==> config.mk <==
export PLATFORM = sky130hd
export DESIGN_NAME = huffman_code_builder_unit
export DESIGN_NICKNAME = d
export VERILOG_FILES = /design/src/hdl/hcb_pkg.sv /design/src/hdl/hcb_leaf_cell.sv /design/src/hdl/huffman_code_builder_unit.sv
export SDC_FILE = /design/constraint.sdc
export NUM_CORES = 2
export LEC_CHECK = 0
export BUFFER_PORTS_ARGS = -buffer_cell sky130_fd_sc_hd__buf_4
export CAP_MARGIN = 20
export CORE_ASPECT_RATIO = 0.5
export CORE_MARGIN = 1
export CORE_UTILIZATION = 40
export CTS_CLUSTER_SIZE = 24
export DETAILED_ROUTE_END_ITERATION = 10
export GPL_TIMING_DRIVEN = 1
export PLACE_DENSITY_LB_ADDON = 0.1
export SYNTH_ARGS = -nofsm -noshare
export SYNTH_HDL_FRONTEND = slang
export SYNTH_SLANG_ARGS = --single-unit
==> constraint.sdc <==
create_clock -name clk -period 13.78 [get_ports clk]
set_clock_uncertainty 0.2 [all_clocks]
set_input_delay 1.378 -clock clk [delete_from_list [all_inputs] [get_ports clk]]
set_output_delay 1.378 -clock clk [all_outputs]
set_load 0.01 [all_outputs]
==> src/hdl/hcb_pkg.sv <==
`timescale 1ns / 1ps
// ----------------------------------------------------------------------------
// Huffman code builder package
// Beat types, leaf cell contents and controller state codes.
// ----------------------------------------------------------------------------
package hcb_pkg;

    typedef struct packed {
        logic [7:0]  symbol;
        logic [15:0] frequency;
        logic        last_item;
    } in_t;

    typedef struct packed {
        logic [7:0]  out_symbol;
        logic [14:0] code_bits;
        logic [3:0]  code_length;
        logic        overflow;
        logic        last_code;
    } out_t;

    typedef struct packed {
        logic [7:0]  symbol;
        logic [15:0] frequency;
    } leaf_t;

    typedef enum logic [3:0] {
        S_LOAD,
        S_INIT,
        S_HEAPIFY,
        S_SD_START,
        S_SD_LEFT,
        S_SD_RIGHT,
        S_SD_SWAP,
        S_MERGE,
        S_TAKE1,
        S_TAKE2,
        S_JOIN,
        S_UP,
        S_WALK
    } state_t;

    typedef enum logic {
        R_HEAPIFY,
        R_TAKE
    } ret_t;

endpackage

==> src/hdl/hcb_leaf_cell.sv <==
`timescale 1ns / 1ps
// ----------------------------------------------------------------------------
// Huffman code builder leaf cell
// One stage of the leaf row: holds one loaded symbol and its count.
// ----------------------------------------------------------------------------
module hcb_leaf_cell (
    input  logic          clk,
    input  logic          shift,
    input  hcb_pkg::leaf_t d,
    output hcb_pkg::leaf_t q
);

    hcb_pkg::leaf_t leaf_reg;

    // Each loaded beat enters the first cell and every cell passes its
    // contents on to its neighbour.
    always_ff @(posedge clk)
    begin
        if (shift)
        begin
            leaf_reg <= d;
        end
    end

    assign q = leaf_reg;

endmodule

==> src/hdl/huffman_code_builder_unit.sv <==
`timescale 1ns / 1ps
// ----------------------------------------------------------------------------
// Huffman code builder unit
// Loads symbol and count beats, builds a Huffman tree on a binary min-heap
// and emits one code beat per leaf in preorder, left child first.
// ----------------------------------------------------------------------------
// Loading takes one beat per cycle; leaves enter a row of cells, one cell
// per symbol, shifting along by one cell per loaded beat. The beat marked
// last starts the build, during which no beat is taken: a copy step, then
// heapify and N-1 merges, each sift-down step reading the left child, the
// right child and then swapping, and each sift-up step moving one level.
// The build speed is set by the single heap controller, which reads one
// heap entry and one node weight per cycle. The walk then visits each of
// the 2N-1 tree nodes in turn, holding at a leaf while the output stalls.
// Symbols beyond MAX_SYMBOLS in a run are dropped and every code of that
// run carries the overflow flag. A lone symbol gets a code of length zero.
// ----------------------------------------------------------------------------
module huffman_code_builder_unit #(
    parameter int MAX_SYMBOLS  = 16,
    parameter int MAX_CODE_LEN = 15,
    parameter int FREQ_BITS    = 16
) (
    input  logic          clk,
    input  logic          rst_n,
    input  logic          item_valid,
    output logic          item_stall,
    input  hcb_pkg::in_t  item,
    output logic          code_valid,
    input  logic          code_stall,
    output hcb_pkg::out_t code
);

    localparam int NN  = 2 * MAX_SYMBOLS - 1;
    localparam int NIW = $clog2(NN);
    localparam int PIW = $clog2(MAX_SYMBOLS);
    localparam int CW  = $clog2(MAX_SYMBOLS + 1);
    localparam int EFB = (FREQ_BITS < 16) ? FREQ_BITS : 16;
    localparam int WW  = EFB + $clog2(MAX_SYMBOLS);
    localparam int PW  = MAX_SYMBOLS - 1;

    // Controller state.
    hcb_pkg::state_t state_reg, state_next;
    hcb_pkg::ret_t   ret_reg;
    logic            second_reg;

    // Run bookkeeping.
    logic [CW-1:0]  loaded_reg;
    logic           dropped_reg;
    logic [CW-1:0]  cnt_reg;
    logic [CW-1:0]  hi_reg;
    logic [NIW-1:0] next_reg;

    // Sift-down working registers.
    logic [PIW-1:0] pos_reg, best_reg;
    logic [WW-1:0]  wx_reg, wbest_reg;
    logic [NIW-1:0] x_reg, bn_reg;

    // Merge and sift-up working registers.
    logic [NIW-1:0] a_reg, b_reg, newn_reg;
    logic [WW-1:0]  wa_reg, wnew_reg;
    logic [PIW-1:0] up_reg;

    // Tree walk registers.
    logic [NIW-1:0] cur_reg;
    logic [PIW-1:0] dep_reg;
    logic [PW-1:0]  path_reg;
    logic [PIW-1:0] sp_reg;

    // Storage.
    logic [WW-1:0]  weight_mem [NN];
    logic [NIW-1:0] lchild_mem [NN];
    logic [NIW-1:0] rchild_mem [NN];
    logic [NIW-1:0] heap_mem   [MAX_SYMBOLS];
    logic [NIW-1:0] stk_node   [MAX_SYMBOLS];
    logic [PIW-1:0] stk_dep    [MAX_SYMBOLS];
    logic [PW-1:0]  stk_path   [MAX_SYMBOLS];

    // Output register.
    hcb_pkg::out_t  code_reg;
    logic           code_valid_reg;

    // Leaf row.
    hcb_pkg::leaf_t cell_q [MAX_SYMBOLS];
    logic           cell_shift;
    logic           accept;
    logic           out_free;
    logic           emit_now;

    assign item_stall = (state_reg != hcb_pkg::S_LOAD);
    assign accept     = item_valid && !item_stall;
    assign cell_shift = accept && (int'(loaded_reg) < MAX_SYMBOLS);
    assign out_free   = !code_valid_reg || !code_stall;
    assign code_valid = code_valid_reg;
    assign code       = code_reg;

    genvar g;
    generate
        for (g = 0; g < MAX_SYMBOLS; g++)
        begin : g_cell
            hcb_pkg::leaf_t cell_d;
            if (g == 0)
            begin : g_first
                assign cell_d = '{symbol: item.symbol, frequency: item.frequency};
            end
            else
            begin : g_rest
                assign cell_d = cell_q[g-1];
            end
            hcb_leaf_cell u_cell (
                .clk   (clk),
                .shift (cell_shift),
                .d     (cell_d),
                .q     (cell_q[g])
            );
        end
    endgenerate

    // Shared read port: one heap entry and the weight of the node it names.
    logic [PIW-1:0] hp_addr;
    logic [NIW-1:0] hp_rd;
    logic [WW-1:0]  rd_w;
    logic [PIW+1:0] lpos, rpos;
    logic           l_ok, r_ok;
    logic [PIW-1:0] par;
    logic           leaf;
    logic           up_move;

    // Child positions carry a spare top bit so that the right child of the
    // last heap slot cannot wrap round to the root.
    assign lpos = {1'b0, pos_reg, 1'b1};
    assign rpos = lpos + (PIW+2)'(1);
    assign par  = (up_reg - PIW'(1)) >> 1;

    always_comb
    begin
        case (state_reg)
            hcb_pkg::S_SD_START: hp_addr = pos_reg;
            hcb_pkg::S_SD_LEFT:  hp_addr = lpos[PIW-1:0];
            hcb_pkg::S_SD_RIGHT: hp_addr = rpos[PIW-1:0];
            hcb_pkg::S_TAKE2:    hp_addr = PIW'(cnt_reg - CW'(1));
            hcb_pkg::S_UP:       hp_addr = par;
            default:             hp_addr = '0;
        endcase
    end

    assign hp_rd   = heap_mem[hp_addr];
    assign rd_w    = weight_mem[hp_rd];
    assign l_ok    = (int'(lpos) < int'(cnt_reg)) && (rd_w < wbest_reg);
    assign r_ok    = (int'(rpos) < int'(cnt_reg)) && (rd_w < wbest_reg);
    assign up_move = (up_reg != '0) && (wnew_reg < rd_w);
    assign leaf    = (int'(cur_reg) < int'(loaded_reg));
    assign emit_now = (state_reg == hcb_pkg::S_WALK) && leaf && out_free;

    // Code formed from the walk path, cut to the longest code length.
    hcb_pkg::out_t emit_beat;
    always_comb
    begin
        logic [PW+14:0] ext;
        int             len;
        ext = {15'b0, path_reg};
        len = int'(dep_reg);
        if (len > MAX_CODE_LEN)
        begin
            ext = ext >> (len - MAX_CODE_LEN);
            len = MAX_CODE_LEN;
        end
        emit_beat.out_symbol  = cell_q[PIW'(int'(loaded_reg) - 1 - int'(cur_reg))].symbol;
        emit_beat.code_bits   = ext[14:0];
        emit_beat.code_length = 4'(len);
        emit_beat.overflow    = dropped_reg;
        emit_beat.last_code   = (sp_reg == '0);
    end

    // Next state.
    always_comb
    begin
        state_next = state_reg;
        case (state_reg)
            hcb_pkg::S_LOAD:
            begin
                if (accept && item.last_item)
                begin
                    state_next = hcb_pkg::S_INIT;
                end
            end
            hcb_pkg::S_INIT:     state_next = hcb_pkg::S_HEAPIFY;
            hcb_pkg::S_HEAPIFY:
            begin
                state_next = (hi_reg != '0) ? hcb_pkg::S_SD_START : hcb_pkg::S_MERGE;
            end
            hcb_pkg::S_SD_START: state_next = hcb_pkg::S_SD_LEFT;
            hcb_pkg::S_SD_LEFT:  state_next = hcb_pkg::S_SD_RIGHT;
            hcb_pkg::S_SD_RIGHT: state_next = hcb_pkg::S_SD_SWAP;
            hcb_pkg::S_SD_SWAP:
            begin
                if (best_reg != pos_reg)
                begin
                    state_next = hcb_pkg::S_SD_LEFT;
                end
                else if (ret_reg == hcb_pkg::R_HEAPIFY)
                begin
                    state_next = hcb_pkg::S_HEAPIFY;
                end
                else
                begin
                    state_next = second_reg ? hcb_pkg::S_JOIN : hcb_pkg::S_TAKE1;
                end
            end
            hcb_pkg::S_MERGE:
            begin
                state_next = (int'(cnt_reg) > 1) ? hcb_pkg::S_TAKE1 : hcb_pkg::S_WALK;
            end
            hcb_pkg::S_TAKE1:    state_next = hcb_pkg::S_TAKE2;
            hcb_pkg::S_TAKE2:    state_next = hcb_pkg::S_SD_START;
            hcb_pkg::S_JOIN:     state_next = hcb_pkg::S_UP;
            hcb_pkg::S_UP:
            begin
                if (!up_move)
                begin
                    state_next = hcb_pkg::S_MERGE;
                end
            end
            hcb_pkg::S_WALK:
            begin
                if (leaf && out_free && sp_reg == '0)
                begin
                    state_next = hcb_pkg::S_LOAD;
                end
            end
            default:             state_next = hcb_pkg::S_LOAD;
        endcase
    end

    always_ff @(posedge clk or negedge rst_n)
    begin
        if (!rst_n)
        begin
            state_reg <= hcb_pkg::S_LOAD;
        end
        else
        begin
            state_reg <= state_next;
        end
    end

    // Control counters.
    always_ff @(posedge clk or negedge rst_n)
    begin
        if (!rst_n)
        begin
            loaded_reg     <= '0;
            dropped_reg    <= 1'b0;
            cnt_reg        <= '0;
            sp_reg         <= '0;
            code_valid_reg <= 1'b0;
        end
        else
        begin
            // A code beat stays valid until taken, and a new one is loaded
            // only when the register is free.
            code_valid_reg <= emit_now || (code_valid_reg && code_stall);
            case (state_reg)
                hcb_pkg::S_LOAD:
                begin
                    if (cell_shift)
                    begin
                        loaded_reg <= loaded_reg + CW'(1);
                    end
                    else if (accept)
                    begin
                        dropped_reg <= 1'b1;
                    end
                end
                hcb_pkg::S_INIT:  cnt_reg <= loaded_reg;
                hcb_pkg::S_MERGE:
                begin
                    if (int'(cnt_reg) <= 1)
                    begin
                        cnt_reg <= '0;
                        sp_reg  <= '0;
                    end
                end
                hcb_pkg::S_TAKE2: cnt_reg <= cnt_reg - CW'(1);
                hcb_pkg::S_JOIN:  cnt_reg <= cnt_reg + CW'(1);
                hcb_pkg::S_WALK:
                begin
                    if (leaf)
                    begin
                        if (out_free)
                        begin
                            if (sp_reg == '0)
                            begin
                                loaded_reg  <= '0;
                                dropped_reg <= 1'b0;
                            end
                            else
                            begin
                                sp_reg <= sp_reg - PIW'(1);
                            end
                        end
                    end
                    else
                    begin
                        sp_reg <= sp_reg + PIW'(1);
                    end
                end
                default:
                begin
                end
            endcase
        end
    end

    // Datapath registers and stores.
    always_ff @(posedge clk)
    begin
        case (state_reg)
            hcb_pkg::S_INIT:
            begin
                for (int i = 0; i < MAX_SYMBOLS; i++)
                begin
                    heap_mem[i] <= NIW'(i);
                    if (i < int'(loaded_reg))
                    begin
                        weight_mem[i] <= WW'(
                            cell_q[PIW'(int'(loaded_reg) - 1 - i)].frequency[EFB-1:0]);
                    end
                end
                hi_reg   <= (int'(loaded_reg) >= 2) ?
                            CW'((int'(loaded_reg) - 2) / 2 + 1) : '0;
                next_reg <= NIW'(loaded_reg);
            end
            hcb_pkg::S_HEAPIFY:
            begin
                if (hi_reg != '0)
                begin
                    hi_reg  <= hi_reg - CW'(1);
                    pos_reg <= PIW'(hi_reg - CW'(1));
                    ret_reg <= hcb_pkg::R_HEAPIFY;
                end
            end
            hcb_pkg::S_SD_START:
            begin
                best_reg  <= pos_reg;
                wbest_reg <= rd_w;
                wx_reg    <= rd_w;
                x_reg     <= hp_rd;
            end
            hcb_pkg::S_SD_LEFT:
            begin
                if (l_ok)
                begin
                    best_reg  <= lpos[PIW-1:0];
                    wbest_reg <= rd_w;
                    bn_reg    <= hp_rd;
                end
            end
            hcb_pkg::S_SD_RIGHT:
            begin
                if (r_ok)
                begin
                    best_reg  <= rpos[PIW-1:0];
                    wbest_reg <= rd_w;
                    bn_reg    <= hp_rd;
                end
            end
            hcb_pkg::S_SD_SWAP:
            begin
                if (best_reg != pos_reg)
                begin
                    heap_mem[best_reg] <= x_reg;
                    heap_mem[pos_reg]  <= bn_reg;
                    pos_reg            <= best_reg;
                    wbest_reg          <= wx_reg;
                end
                else if (ret_reg == hcb_pkg::R_TAKE)
                begin
                    second_reg <= 1'b1;
                end
            end
            hcb_pkg::S_MERGE:
            begin
                second_reg <= 1'b0;
                ret_reg    <= hcb_pkg::R_TAKE;
                cur_reg    <= hp_rd;
                dep_reg    <= '0;
                path_reg   <= '0;
            end
            hcb_pkg::S_TAKE1:
            begin
                if (!second_reg)
                begin
                    a_reg  <= hp_rd;
                    wa_reg <= rd_w;
                end
                else
                begin
                    b_reg    <= hp_rd;
                    wnew_reg <= wa_reg + rd_w;
                end
            end
            hcb_pkg::S_TAKE2:
            begin
                heap_mem[0] <= hp_rd;
                pos_reg     <= '0;
            end
            hcb_pkg::S_JOIN:
            begin
                weight_mem[next_reg] <= wnew_reg;
                lchild_mem[next_reg] <= a_reg;
                rchild_mem[next_reg] <= b_reg;
                newn_reg             <= next_reg;
                next_reg             <= next_reg + NIW'(1);
                up_reg               <= PIW'(cnt_reg);
            end
            hcb_pkg::S_UP:
            begin
                if (up_move)
                begin
                    heap_mem[up_reg] <= hp_rd;
                    up_reg           <= par;
                end
                else
                begin
                    heap_mem[up_reg] <= newn_reg;
                end
            end
            hcb_pkg::S_WALK:
            begin
                if (leaf)
                begin
                    if (out_free)
                    begin
                        code_reg <= emit_beat;
                        if (sp_reg != '0)
                        begin
                            cur_reg  <= stk_node[sp_reg - PIW'(1)];
                            dep_reg  <= stk_dep[sp_reg - PIW'(1)];
                            path_reg <= stk_path[sp_reg - PIW'(1)];
                        end
                    end
                end
                else
                begin
                    // Park the right branch and descend to the left.
                    stk_node[sp_reg] <= rchild_mem[cur_reg];
                    stk_dep[sp_reg]  <= dep_reg + PIW'(1);
                    stk_path[sp_reg] <= {path_reg[PW-2:0], 1'b1};
                    cur_reg          <= lchild_mem[cur_reg];
                    dep_reg          <= dep_reg + PIW'(1);
                    path_reg         <= {path_reg[PW-2:0], 1'b0};
                end
            end
            default:
            begin
            end
        endcase
    end

`ifndef SYNTHESIS
    // The leaf count never passes the capacity of the cell row.
    a_loaded_cap: assert property (@(posedge clk) disable iff (!rst_n)
        int'(loaded_reg) <= MAX_SYMBOLS)
        else $error("leaf count beyond capacity");

    // A beat other than the last, taken with the row full, marks the run as overflowed.
    a_drop_flag: assert property (@(posedge clk) disable iff (!rst_n)
        (accept && int'(loaded_reg) == MAX_SYMBOLS && !item.last_item)
        |=> dropped_reg)
        else $error("dropped beat not flagged");

    // The heap never holds more nodes than it has slots.
    a_heap_cap: assert property (@(posedge clk) disable iff (!rst_n)
        int'(cnt_reg) <= MAX_SYMBOLS)
        else $error("heap count beyond capacity");

    // The walk stack is empty whenever the block is loading.
    a_stack_idle: assert property (@(posedge clk) disable iff (!rst_n)
        (state_reg == hcb_pkg::S_LOAD) |-> (sp_reg == '0))
        else $error("walk stack not empty while loading");
`endif

endmodule
==> results by group <==
Logic synthesis
  • Asr flop ratio synth: 1.01%
  • Yosys cell types: 84
  • Synth Net Count: 6338
  • Synth Flop Type: edfxtp_1
  • Synthesized area: 0.0949 mm2
  • Ranking of synthesized cells by area: edfxtp_1 (62%), mux4_2 (14%), mux2i_1 (3.8%), nor2_1 (2.4%), mux2_2 (2.1%)
  • Post-Syn Instances: 6199
  • Syn Area/Cell: 15.3 um2
  • Synth area leader: edfxtp_1
  • EDFF count, synth: 1964
  • Synth Warn #: 0
  • Sequential share of the synthesized area: 62.8%
  • Flops & latches, synth: 1989
  • Top cell type's share of synthesized area: 62.2%

Critical path
  • Startpoint types: register
  • Most used cell, CP: a21oi_1
  • Required @ worst endpoint: 14.16 ns
  • Worst Path Max Fanout: 33
  • Slowest cell on crit path: nand2_1
  • Critical path's largest stage delay: 0.89 ns
  • Worst Path Arrival: 11.30 ns
  • CP Class: reg2reg
  • Critical Path End Type: register

Drt
  • 1st-iter DRT viols: 6857
  • Vias per cell: 6.04
  • WL/cell: 29.9 um
  • DR DRC count: 0
  • Routed WL: 283000 um
  • First-pass DRT Iterations: 6
  • Via Count: 57200
  • Antenna viol nets, final: 0

Timing
  • Slew HR: 3.46%
  • Post-Route Setup TNS: 0 ns
  • Period minus WS final: 10.92 ns
  • Final period utilization: 79.2%
  • Worst Tran Pin Value: 1.45 ns
  • Setup WS post-layout: 2.86 ns
  • Final hold slack: 0.220 ns
  • Final Hold Vio Count: 0
  • Final slew viol count: 0
  • RSZ-0062 raised after global routing: false
  • Setup Viol. Count Final: 0
  • Fmax: 91.6 MHz

Clock network
  • Clock sink count: 1989
  • Post_cts resized: 0
  • Clock slew at reported path FFs: 0.07 ns
  • CTS tree: yes
  • Post-cts hold buffer count: 0
  • Setup Fix Bufs, Post-CTS: 0
  • CTS Buf Count: 194
  • H-tree level count: 4
  • CTS max path bufs: 4
  • Clk root buf: clkbuf_16
  • Worst skew pair latency: 0.86 ns

Floorplan
  • Starting density of the core: 40.5%
  • Die height: 346 um
  • Core area: 0.234 mm2
  • Die ar.: 0.239 mm2
  • Die W: 691 um
  • Number of rows created at floorplan: 125
  • Ports: 60

Cells and area
  • # fillers: 20300
  • Final instance area: 0.106 mm2
  • Max reg flops: 640
  • Final Util: 45.1%
  • Commonest non-fill, non-tap cell in the layout: edfxtp_1
  • Sequential cell area: 0.0596 mm2
  • Area Overhead vs Synth: 11.4%
  • Fraction of layout cells with a size suffix above 1: 22.3%
  • Commonest non-fill, non-tap cells in the layout: edfxtp_1 (1964), mux4_2 (600), nor2_1 (577)
  • Final net count: 6333
  • Biggest register: weight_mem
  • Non-Filler Instances: 9460
  • Multi-input gate area: 0.0336 mm2

Placement
  • Gpl congestion: 0.892
  • Pre-CTS WS: 3.21 ns
  • Placed Instance Area: 0.0995 mm2
  • DP Cell Count: 9101
  • Buffers on Ports: 59
  • Post-DP HPWL: 173000 um

Power
  • P per Cell Area: 112 mW/mm2
  • VDD IR-drop max: 0.0976 mV
  • Leak: 33.8 nW
  • Tot Pwr: 11.9 mW

GRT
  • Vias in the first global route: 56000
  • Global-route wire length before repair: 406000 um
  • Initial antenna violation count: 8
  • All-layer global routing usage: 23.2%
  • Total gr overflow: 0
  • Largest net degree at the start of global routing: 218

Run
  • Max-cap viol count: 0

Outcome
  • Outcome: complete, no violations

Worst hold path
  • Min-delay worst type: reg2reg
synthesized netlist by cell type (42+ instances only):
master / instances
and2_1: 86
buf_1: 70
ha_1: 108
edfxtp_1: 1964
o21ai_0: 107
buf_2: 42
nand3_1: 88
mux2i_1: 361
a211oi_1: 169
mux2_2: 176
a21oi_1: 352
a311oi_1: 43
clkbuf_1: 323
inv_1: 102
xnor2_1: 46
a31oi_1: 48
and3_1: 47
nor2b_1: 87
nand2_1: 444
mux4_2: 600
nor2_1: 606
power breakdown:
group	switching (mW)	internal, mW
sequential	0.0000000000000000190	6.54
clock	2.40	2.93
combinational	0.00388	0.00505
cell families after synthesis:
| kind of cell | count (synthesis) | share of synthesized area, % |
|---|---|---|
| muxes | 1138 | 20.2 |
| AOI/OAI and AO/OA | 896 | 6.02 |
| DFF | 1989 | 62.8 |
| and+or+nand+nor | 1446 | 6.67 |
| buffers and inverters | 563 | 2.36 |
| adders and majority gates | 110 | 1.47 |
| xor gates and xnor gates | 57 | 0.526 |
area by class of cell:
cell class / instances / share of cell area [%]
timing repair buffer: 249 / 1.90
multi-input combinational: 3647 / 31.8
clock inverter: 119 / 0.993
inverter: 113 / 0.415
clock buffer: 229 / 4.76
tap: 3111 / 3.68
sequential: 1989 / 56.4
antenna: 3 / 0.00711
worst max-delay path, delay by kind of cell (launching register included):
| kind | cells | cell delay, ns |
|---|---|---|
| AO/OA/AOI/OAI | 15 | 4.86 |
| XOR/XNOR | 1 | 0.25 |
| adder cells (fa/ha/maj) | 2 | 0.57 |
| buffers and inverters | 4 | 1.66 |
| flip-flops | 1 | 0.42 |
| multiplexers | 1 | 0.09 |
| AND/OR/NAND/NOR | 6 | 2.46 |
metal layers:
metal	track usage, %	share of wire [%]
met5	0	0.0046
met4	5.52	2.5
met3	3.59	7.2
met2	35.9	45
met1	34.5	45
worst paths after layout:
check                                           startpoint                   endpoint  slack, ns  depth (start not counted)
worst max-delay path                   up_reg[0]$_DFFE_PP_  heap_mem[11][0]$_DFFE_PP_       2.86                         29
worst min-delay path            path_reg[14]$_SDFFCE_PN0P_         code[20]$_DFFE_PP_       0.22                          0
worst max register to register         up_reg[0]$_DFFE_PP_  heap_mem[11][0]$_DFFE_PP_       2.86                         29
worst min register to register  path_reg[14]$_SDFFCE_PN0P_         code[20]$_DFFE_PP_       0.22                          0
max in group asynchronous                            rst_n      sp_reg[0]$_DFFE_PN0P_      12.72                          1
min in group asynchronous                            rst_n   state_reg[0]$_DFFE_PN0P_       0.27                          1
Note: power is estimated with default switching activity, not from simulation.
